--- src/ltc_pkg.sv ---
// Shared types and constants of the lexeme token classifier.
package ltc_pkg;

   typedef enum logic [2:0] {
      CLS_OPERATOR = 3'd0,
      CLS_KEYWORD  = 3'd1,
      CLS_IDENT    = 3'd2,
      CLS_INTEGER  = 3'd3,
      CLS_FLOAT    = 3'd4,
      CLS_NONE     = 3'd5
   } token_class_type;

   typedef struct packed {
      logic            close;
      token_class_type token_class;
      logic [5:0]      lexeme_length;
      logic            line_done;
   } lexeme_close_type;

   localparam logic [7:0] CHAR_SPACE = 8'h20;
   localparam logic [7:0] CHAR_DOT   = 8'h2e;
   localparam logic [7:0] CHAR_ZERO  = 8'h30;
   localparam logic [7:0] CHAR_NINE  = 8'h39;
   localparam logic [7:0] CHAR_PLUS  = 8'h2b;
   localparam logic [7:0] CHAR_MINUS = 8'h2d;
   localparam logic [7:0] CHAR_STAR  = 8'h2a;
   localparam logic [7:0] CHAR_SLASH = 8'h2f;
   localparam logic [7:0] CHAR_CARET = 8'h5e;
   localparam logic [7:0] CHAR_EQUAL = 8'h3d;

   localparam int KW_COUNT   = 22;
   localparam int KW_MAX_LEN = 8;

   typedef logic [8*KW_MAX_LEN-1:0] kw_text_type;
   typedef logic [3:0]              kw_len_type;

   // Words left-justified: first character in the top byte, NUL padded.
   localparam kw_text_type KW_TEXT [KW_COUNT] = '{
      {"if",       48'h0},
      {"else",     32'h0},
      {"while",    24'h0},
      {"do",       48'h0},
      {"break",    24'h0},
      {"continue"       },
      {"int",      40'h0},
      {"double",   16'h0},
      {"float",    24'h0},
      {"return",   16'h0},
      {"char",     32'h0},
      {"case",     32'h0},
      {"sizeof",   16'h0},
      {"long",     32'h0},
      {"short",    24'h0},
      {"typedef",   8'h0},
      {"switch",   16'h0},
      {"unsigned"       },
      {"void",     32'h0},
      {"static",   16'h0},
      {"struct",   16'h0},
      {"goto",     32'h0}
   };

   localparam kw_len_type KW_LEN [KW_COUNT] = '{
      4'd2, 4'd4, 4'd5, 4'd2, 4'd5, 4'd8, 4'd3, 4'd6, 4'd5, 4'd6, 4'd4,
      4'd4, 4'd6, 4'd4, 4'd5, 4'd7, 4'd6, 4'd8, 4'd4, 4'd6, 4'd6, 4'd4
   };

endpackage

--- src/ltc_keyword_match.sv ---
// Keyword table compare against the buffered lexeme prefix.
module ltc_keyword_match #(
   parameter int CW = 6
) (
   input  logic [7:0]    chars [8],
   input  logic [CW-1:0] count,
   output logic          hit
);
   import ltc_pkg::*;

   logic [KW_COUNT-1:0] word_hit;

   always_comb begin
      for (int k = 0; k < KW_COUNT; k++) begin
         word_hit[k] = (count == CW'(KW_LEN[k]));
         for (int i = 0; i < KW_MAX_LEN; i++) begin
            if (chars[i] != KW_TEXT[k][8*(KW_MAX_LEN-i)-1 -: 8]) begin
               word_hit[k] = 1'b0;
            end
         end
      end
      hit = |word_hit;
   end

endmodule

--- src/ltc_lexeme_track.sv ---
// Lexeme state registers, next-state logic and class decision.
module ltc_lexeme_track #(
   parameter int KBL  = 8,
   parameter int MAXL = 63
) (
   input  logic                     clock,
   input  logic                     reset,
   input  logic                     advance,
   input  logic [7:0]               char_byte,
   input  logic                     end_of_line,
   output ltc_pkg::lexeme_close_type close_info
);
   import ltc_pkg::*;

   localparam int CW = $clog2(MAXL + 1);

   logic [7:0]    prefix_ff [KBL];
   logic [7:0]    prefix_in [KBL];
   logic [7:0]    prefix_upd [KBL];
   logic [7:0]    kw_chars [8];
   logic [CW-1:0] cnt_ff, cnt_in, cnt_upd;
   logic          first_ff, first_in, first_upd;
   logic          all_ff, all_in, all_upd;
   logic          dod_ff, dod_in, dod_upd;
   logic          dot_ff, dot_in, dot_upd;
   logic          non_space, is_dig, is_dot, is_op, kw_hit, close;
   token_class_type cls;

   always_comb begin
      non_space = (char_byte != CHAR_SPACE);
      is_dig    = char_byte inside {[CHAR_ZERO:CHAR_NINE]};
      is_dot    = (char_byte == CHAR_DOT);
      for (int i = 0; i < KBL; i++) begin
         prefix_upd[i] = (non_space && cnt_ff == CW'(i)) ? char_byte : prefix_ff[i];
      end
      for (int i = 0; i < 8; i++) begin
         kw_chars[i] = prefix_upd[i];
      end
      cnt_upd   = (non_space && cnt_ff != CW'(MAXL)) ? cnt_ff + 1'b1 : cnt_ff;
      first_upd = (non_space && cnt_ff == '0) ? is_dig : first_ff;
      all_upd   = all_ff & (!non_space | is_dig);
      dod_upd   = dod_ff & (!non_space | is_dig | is_dot);
      dot_upd   = dot_ff | is_dot;
      close     = (!non_space || end_of_line) && (cnt_upd != '0);
      is_op     = prefix_upd[0] inside {CHAR_PLUS, CHAR_MINUS, CHAR_STAR,
                                        CHAR_SLASH, CHAR_CARET, CHAR_EQUAL};
      if (cnt_upd == CW'(1) && is_op) begin
         cls = CLS_OPERATOR;
      end else if (kw_hit) begin
         cls = CLS_KEYWORD;
      end else if (!first_upd) begin
         cls = CLS_IDENT;
      end else if (all_upd) begin
         cls = CLS_INTEGER;
      end else if (dod_upd && dot_upd) begin
         cls = CLS_FLOAT;
      end else begin
         cls = CLS_NONE;
      end
      close_info.close         = close;
      close_info.token_class   = cls;
      close_info.lexeme_length = 6'(cnt_upd);
      close_info.line_done     = end_of_line;

      // drop the lexeme once it closes
      for (int i = 0; i < KBL; i++) begin
         prefix_in[i] = close ? 8'h00 : prefix_upd[i];
      end
      cnt_in   = close ? '0 : cnt_upd;
      first_in = close ? 1'b0 : first_upd;
      all_in   = close ? 1'b1 : all_upd;
      dod_in   = close ? 1'b1 : dod_upd;
      dot_in   = close ? 1'b0 : dot_upd;
   end

   ltc_keyword_match #(.CW(CW)) u_keyword (
      .chars (kw_chars),
      .count (cnt_upd),
      .hit   (kw_hit)
   );

   always_ff @(posedge clock) begin
      if (reset) begin
         for (int i = 0; i < KBL; i++) begin
            prefix_ff[i] <= 8'h00;
         end
         cnt_ff   <= '0;
         first_ff <= 1'b0;
         all_ff   <= 1'b1;
         dod_ff   <= 1'b1;
         dot_ff   <= 1'b0;
      end else if (advance) begin
         prefix_ff <= prefix_in;
         cnt_ff    <= cnt_in;
         first_ff  <= first_in;
         all_ff    <= all_in;
         dod_ff    <= dod_in;
         dot_ff    <= dot_in;
      end
   end

endmodule

--- src/lexeme_token_classifier.sv ---
// Top level of the lexeme token classifier with request and result registers.
//
// Usage: characters of a text line arrive on the req_ channel, one per
// request; req_tdata is the character code and req_tlast marks the last
// character of the line. Space characters separate lexemes. For every
// lexeme closed by a space or by req_tlast one result leaves on the rsp_
// channel: rsp_tuser is the token class, rsp_tdata the saturated lexeme
// length and rsp_tlast flags the last lexeme of the line.
// Path: an accepted request is held in the request register, classified
// combinationally, and its result is captured in the result register,
// which drives rsp_tvalid.
// Throughput: one character per cycle unless a closing character stalls;
// set by the single classify stage between the request and result registers.
// Stall: while a result waits on rsp_tready the request register keeps
// taking characters that do not close a lexeme; a character that closes a
// lexeme holds in it, with req_tready low, until the result register frees.
// Reset: clears both valid flags and the open lexeme; no result is pending.
module lexeme_token_classifier #(
   parameter int KEYWORD_BUFFER_LEN = 8,
   parameter int MAX_LEXEME_LEN     = 63
) (
   input  logic       clock,
   input  logic       reset,
   input  logic       req_tvalid,
   output logic       req_tready,
   input  logic [7:0] req_tdata,   // [7:0] char_byte
   input  logic       req_tlast,   // end_of_line
   output logic       rsp_tvalid,
   input  logic       rsp_tready,
   output logic [7:0] rsp_tdata,   // [5:0] lexeme_length, [7:6] zero
   output logic [2:0] rsp_tuser,   // [2:0] token_class
   output logic       rsp_tlast    // line_done
);
   import ltc_pkg::*;

   logic             in_valid_ff, in_valid_in;
   logic [7:0]       in_char_ff;
   logic             in_eol_ff;
   logic             rsp_valid_ff, rsp_valid_in;
   token_class_type  rsp_class_ff;
   logic [5:0]       rsp_len_ff;
   logic             rsp_last_ff;
   logic             out_free, advance, load_req, load_rsp;
   lexeme_close_type close_info;

   ltc_lexeme_track #(
      .KBL  (KEYWORD_BUFFER_LEN),
      .MAXL (MAX_LEXEME_LEN)
   ) u_track (
      .clock       (clock),
      .reset       (reset),
      .advance     (advance),
      .char_byte   (in_char_ff),
      .end_of_line (in_eol_ff),
      .close_info  (close_info)
   );

   always_comb begin
      out_free     = !rsp_valid_ff || rsp_tready;
      advance      = in_valid_ff && (!close_info.close || out_free);
      req_tready   = !in_valid_ff || advance;
      load_req     = req_tvalid && req_tready;
      load_rsp     = advance && close_info.close;
      in_valid_in  = load_req || (in_valid_ff && !advance);
      rsp_valid_in = load_rsp || (rsp_valid_ff && !rsp_tready);
   end

   always_ff @(posedge clock) begin
      if (reset) begin
         in_valid_ff  <= 1'b0;
         rsp_valid_ff <= 1'b0;
      end else begin
         in_valid_ff  <= in_valid_in;
         rsp_valid_ff <= rsp_valid_in;
      end
      if (load_req) begin
         in_char_ff <= req_tdata;
         in_eol_ff  <= req_tlast;
      end
      if (load_rsp) begin
         rsp_class_ff <= close_info.token_class;
         rsp_len_ff   <= close_info.lexeme_length;
         rsp_last_ff  <= close_info.line_done;
      end
   end

   assign rsp_tvalid = rsp_valid_ff;
   assign rsp_tdata  = {2'b00, rsp_len_ff};
   assign rsp_tuser  = rsp_class_ff;
   assign rsp_tlast  = rsp_last_ff;

   a_reset_empty: assert property (@(posedge clock) reset |=> !rsp_valid_ff && !in_valid_ff)
      else $error("registers not empty after reset");

   a_request_held: assert property (@(posedge clock) disable iff (reset)
      in_valid_ff && !advance |=> in_valid_ff && $stable(in_char_ff) && $stable(in_eol_ff))
      else $error("held request lost or changed");

   a_result_source: assert property (@(posedge clock) disable iff (reset)
      $rose(rsp_valid_ff) |-> $past(advance) && $past(close_info.close))
      else $error("result without a closing request");

   a_operator_length: assert property (@(posedge clock) disable iff (reset)
      rsp_valid_ff && rsp_class_ff == CLS_OPERATOR |-> rsp_len_ff == 6'd1)
      else $error("operator lexeme longer than one character");

endmodule
--- config.mk ---
export PLATFORM = sky130hd
export DESIGN_NAME = lexeme_token_classifier
export DESIGN_NICKNAME = d
export VERILOG_FILES = /design/src/ltc_pkg.sv /design/src/ltc_keyword_match.sv /design/src/ltc_lexeme_track.sv /design/src/lexeme_token_classifier.sv
export SDC_FILE = /design/constraint.sdc
export NUM_CORES = 1
export LEC_CHECK = 0
export BUFFER_PORTS_ARGS = -buffer_cell sky130_fd_sc_hd__buf_2
export CAP_MARGIN = 10
export CORE_MARGIN = 2
export CORE_UTILIZATION = 50
export CTS_CLUSTER_DIAMETER = 50
export DETAILED_ROUTE_END_ITERATION = 7
export GPL_TIMING_DRIVEN = 0
export PLACE_DENSITY = 0.75
export SYNTH_ARGS = -nofsm -noshare
export SYNTH_HDL_FRONTEND = slang
export SYNTH_HIERARCHICAL = 1
export SYNTH_SLANG_ARGS = --single-unit
--- constraint.sdc ---
create_clock -name clock -period 7.3 [get_ports clock]
set_clock_uncertainty 0.1 [all_clocks]
set_input_delay 1.46 -clock clock [delete_from_list [all_inputs] [get_ports clock]]
set_output_delay 1.46 -clock clock [all_outputs]
set_load 0.05 [all_outputs]
==> summary.txt <==
Timing
  • Min Tclk post-route: 5.59 ns
  • Count of final hold-check violations: 0
  • Max Freq: about 180 MHz
  • RSZ-0062 raised after global routing: false
  • Slew margin rel.: 0.365
  • Tcrit/Tclk final: 0.765
  • Final Setup Violations: 0
  • Setup tns final: 0 ns
  • Pins Over Slew Limit: 0
  • Worst Max-Slew Pin Slew: 0.949 ns

Synthesis
  • Flops & latches, synth: between 90 and 100
  • Top post-synthesis cells by area: dfxtp_1 25%, mux2_2 12%, edfxtp_1 9.5%
  • Yosys warnings: 6
  • Top post-synthesis cells by count: 76 x dfxtp_1, 63 x mux2_2, 35 x inv_1, 35 x nor2_1, 32 x a32o_1
  • Library cells used by synthesis: 80
  • Largest area contributor in the netlist: dfxtp_1
  • Synth async-reset ratio: 0
  • Synth top area share: 0.254
  • Post-Synthesis Cells: 641
  • EDFF count, synth: 19
  • Most common cell in the netlist: dfxtp_1
  • Netlist Area Pre-Place: between 5000 and 6000 um2
  • Post-synth top flop: dfxtp_1
  • Post-synthesis sequential area ratio: 0.349
  • Mean Syn Cell Area: between 9 and 10 um2

Floorplan
  • Die Wd: 113 um
  • CORE AREA: ~12000 um2
  • Initial Utilization: 0.518
  • Die height: between 100 and 150 um
  • DIE AREA: between 10000 and 15000 um2
  • Io pins: 27
  • # rows: 39

Clocking
  • Worst-Skew Late Latency: 0.35 ns
  • CTS tree: built
  • Post-CTS Setup Bufs: 0
  • Clock transition at path regs: around 0.060 ns
  • CTS H-tree lvls: 3
  • CTS Root Cell: clkbuf_16
  • Total CTS buffers: 9
  • Clock Path Buffers: 2
  • # resized after CTS: 0
  • Cts hold-fix bufs: 0
  • CTS sink cnt: between 90 and 100

Route
  • Post-Route WL: between 15 and 20 mm
  • Routed vias/inst: about 6.9
  • Wire per inst: about 23 um
  • Antenna-violating nets left: 0
  • Via count: between 5k and 6k
  • # DRC: 0
  • DRT Pass-1 Iters: 5
  • DR iter-0 viols: between 600 and 700

Global route
  • Initial antenna violation count: 0
  • First-pass GRT wire length: roughly 30 mm
  • GRT Util Overall: 0.299
  • Gr ovfl total: 0
  • Vias in the first global route: 5373
  • Largest net degree at the start of global routing: 17

Power and ir drop
  • VDD IR-drop max: around 0.21 mV
  • Pwr dens: 171 nW/um2
  • Lkg Pwr: approximately 2.2 nW

Finish
  • Register area: 2090 um2
  • Fin nets: between 600 and 700
  • Layout cells sized above 1: 0.214
  • Antenna Cells: 0
  • Filler cells: about 1.0k
  • Post-route core utilization: 0.570
  • Multi-input logic area: roughly 3600 um2
  • Syn-to-layout area delta: 10.1%

Worst setup path
  • Critical path arrival: 5.59 ns
  • WP data required: 7.30 ns
  • Slowest cell delay on critical path: slightly below 0.6 ns
  • Setup Crit Path Kind: flip-flop to flip-flop
  • Startpoint class of the critical path: flip-flop
  • Worst-path fanout max: 10
  • CP max stage cell: edfxtp_1
  • Crit. End Element: flip-flop
  • Worst-path cell chain: nor2b_1 -> buf_2 -> and3_1 -> buf_2 -> nor3_1 -> and3_1 -> clkbuf_1 -> clkbuf_1 -> mux2_2 -> or4_1 -> or4_1 -> nor4_2 -> a21oi_1 -> o211ai_1 -> a32oi_1 -> nand4_1 -> nand2b_1 -> nor2_1

Outcome
  • Status: finished, final reports clean

Run
  • Max-cap violations: 0

Placement
  • Number of port buffers: 24
  • GP Congestion: 1.03
  • Half-perimeter wire length after detailed placement: 14.1 mm

Hold path
  • Worst hold path class: flip-flop to flip-flop
==> cell families (layout without fill, tap and decap cells) <==
family	Yosys count	count (layout)	synth area share
other cells	1	2	0.000626
simple gates	265	265	0.276
buf+inv	80	121	0.0577
compound gates	131	131	0.186
fa+ha+maj	4	4	0.00836
mux	65	65	0.122
flops	95	95	0.349
==> routing by layer <==
layer / vias up / track usage / share of wire
met5: - / 0 / 0
met4: 0 / 0.145 / 0.046
met3: 72 / 0.0723 / 0.086
met2: 349 / 0.471 / 0.45
met1: 2678 / 0.387 / 0.41
li1: 2566 / - / -
==> stage by stage <==
step	setup slack, ns	std cells	total power, W	hold slack (ns)	instance area, um2
final	1.71	826	0.00113	0.341	6590
after detailed placement	1.91	809	0.000675	0.332	6290
after CTS	1.88	825	0.00113	0.342	6590
after global placement	1.96	809	0.000673	0.327	6290
after global routing	1.52	826	0.00117	0.352	6590
after floorplan	2.84	642	0.000637	0.315	5990
==> state kept, by name (all words and copies together) (netlist names) <==
name	flops
in_char_ff	8
in_eol_ff	1
in_valid_ff	1
rsp_len_ff	6
rsp_tlast	1
rsp_tuser	3
rsp_tvalid	1
u_track/all_ff	1
u_track/cnt_ff	6
u_track/dod_ff	1
u_track/dot_ff	1
u_track/first_ff	1
u_track/prefix_ff	64
==> layout make-up <==
| cell class | count | area share |
|---|---|---|
| plain buffers | 45 | 0.0325 |
| clock buffers | 13 | 0.0412 |
| clock inverters | 3 | 0.00380 |
| inverters | 35 | 0.0199 |
| multi-input cells | 467 | 0.539 |
| flip-flops and latches | 95 | 0.317 |
| well taps | 143 | 0.0271 |
| repair buffers | 25 | 0.0190 |
==> critical path, delay by kind of cell (launching register included) <==
kind                   cells  cell delay (ns)
AND/OR/NAND/NOR           10             2.58
buffers and inverters      4             1.23
flip-flops                 1             0.58
multiplexers               1             0.43
AO/OA/AOI/OAI              3             0.42
==> path summary, 6_finish.rpt <==
kind	startpoint	endpoint	slack, ns	cells after the start
max reg2reg	in_char_ff[5]	rsp_tuser[1]	1.71	18
min	u_track/prefix_ff[30]	u_track/prefix_ff[30]	0.34	2
min reg2reg	u_track/prefix_ff[30]	u_track/prefix_ff[30]	0.34	2
max	in_char_ff[5]	rsp_tuser[1]	1.71	18
==> report_power, final <==
group          leakage (nW)  internal, W  switching [W]
Sequential            0.794     0.000544     0.00000842
Clock                 0.142     0.000263       0.000200
Combinational          1.30    0.0000334      0.0000819
Total                  2.24     0.000840       0.000290
==> placed cells by master, fill, tap and decap left out, drive strengths merged, types with 8 or more instances in the layout <==
| cell type | netlist | layout |
|---|---|---|
| dfxtp | 76 | 76 |
| mux2 | 63 | 63 |
| clkbuf | 28 | 42 |
| buf | 17 | 41 |
| nor2 | 38 | 38 |
| inv | 35 | 36 |
| a32o | 32 | 32 |
| nand3 | 31 | 31 |
| nand2 | 30 | 30 |
| o2bb2ai | 24 | 24 |
| nor4 | 23 | 23 |
| a21oi | 19 | 19 |
| nand2b | 19 | 19 |
| edfxtp | 19 | 19 |
| nand4 | 19 | 19 |
| nor3 | 19 | 19 |
| o21ai | 12 | 12 |
| and3 | 11 | 11 |
| nand4b | 11 | 11 |
| or4 | 8 | 8 |
No activity file was read; power rests on OpenSTA's default activity.
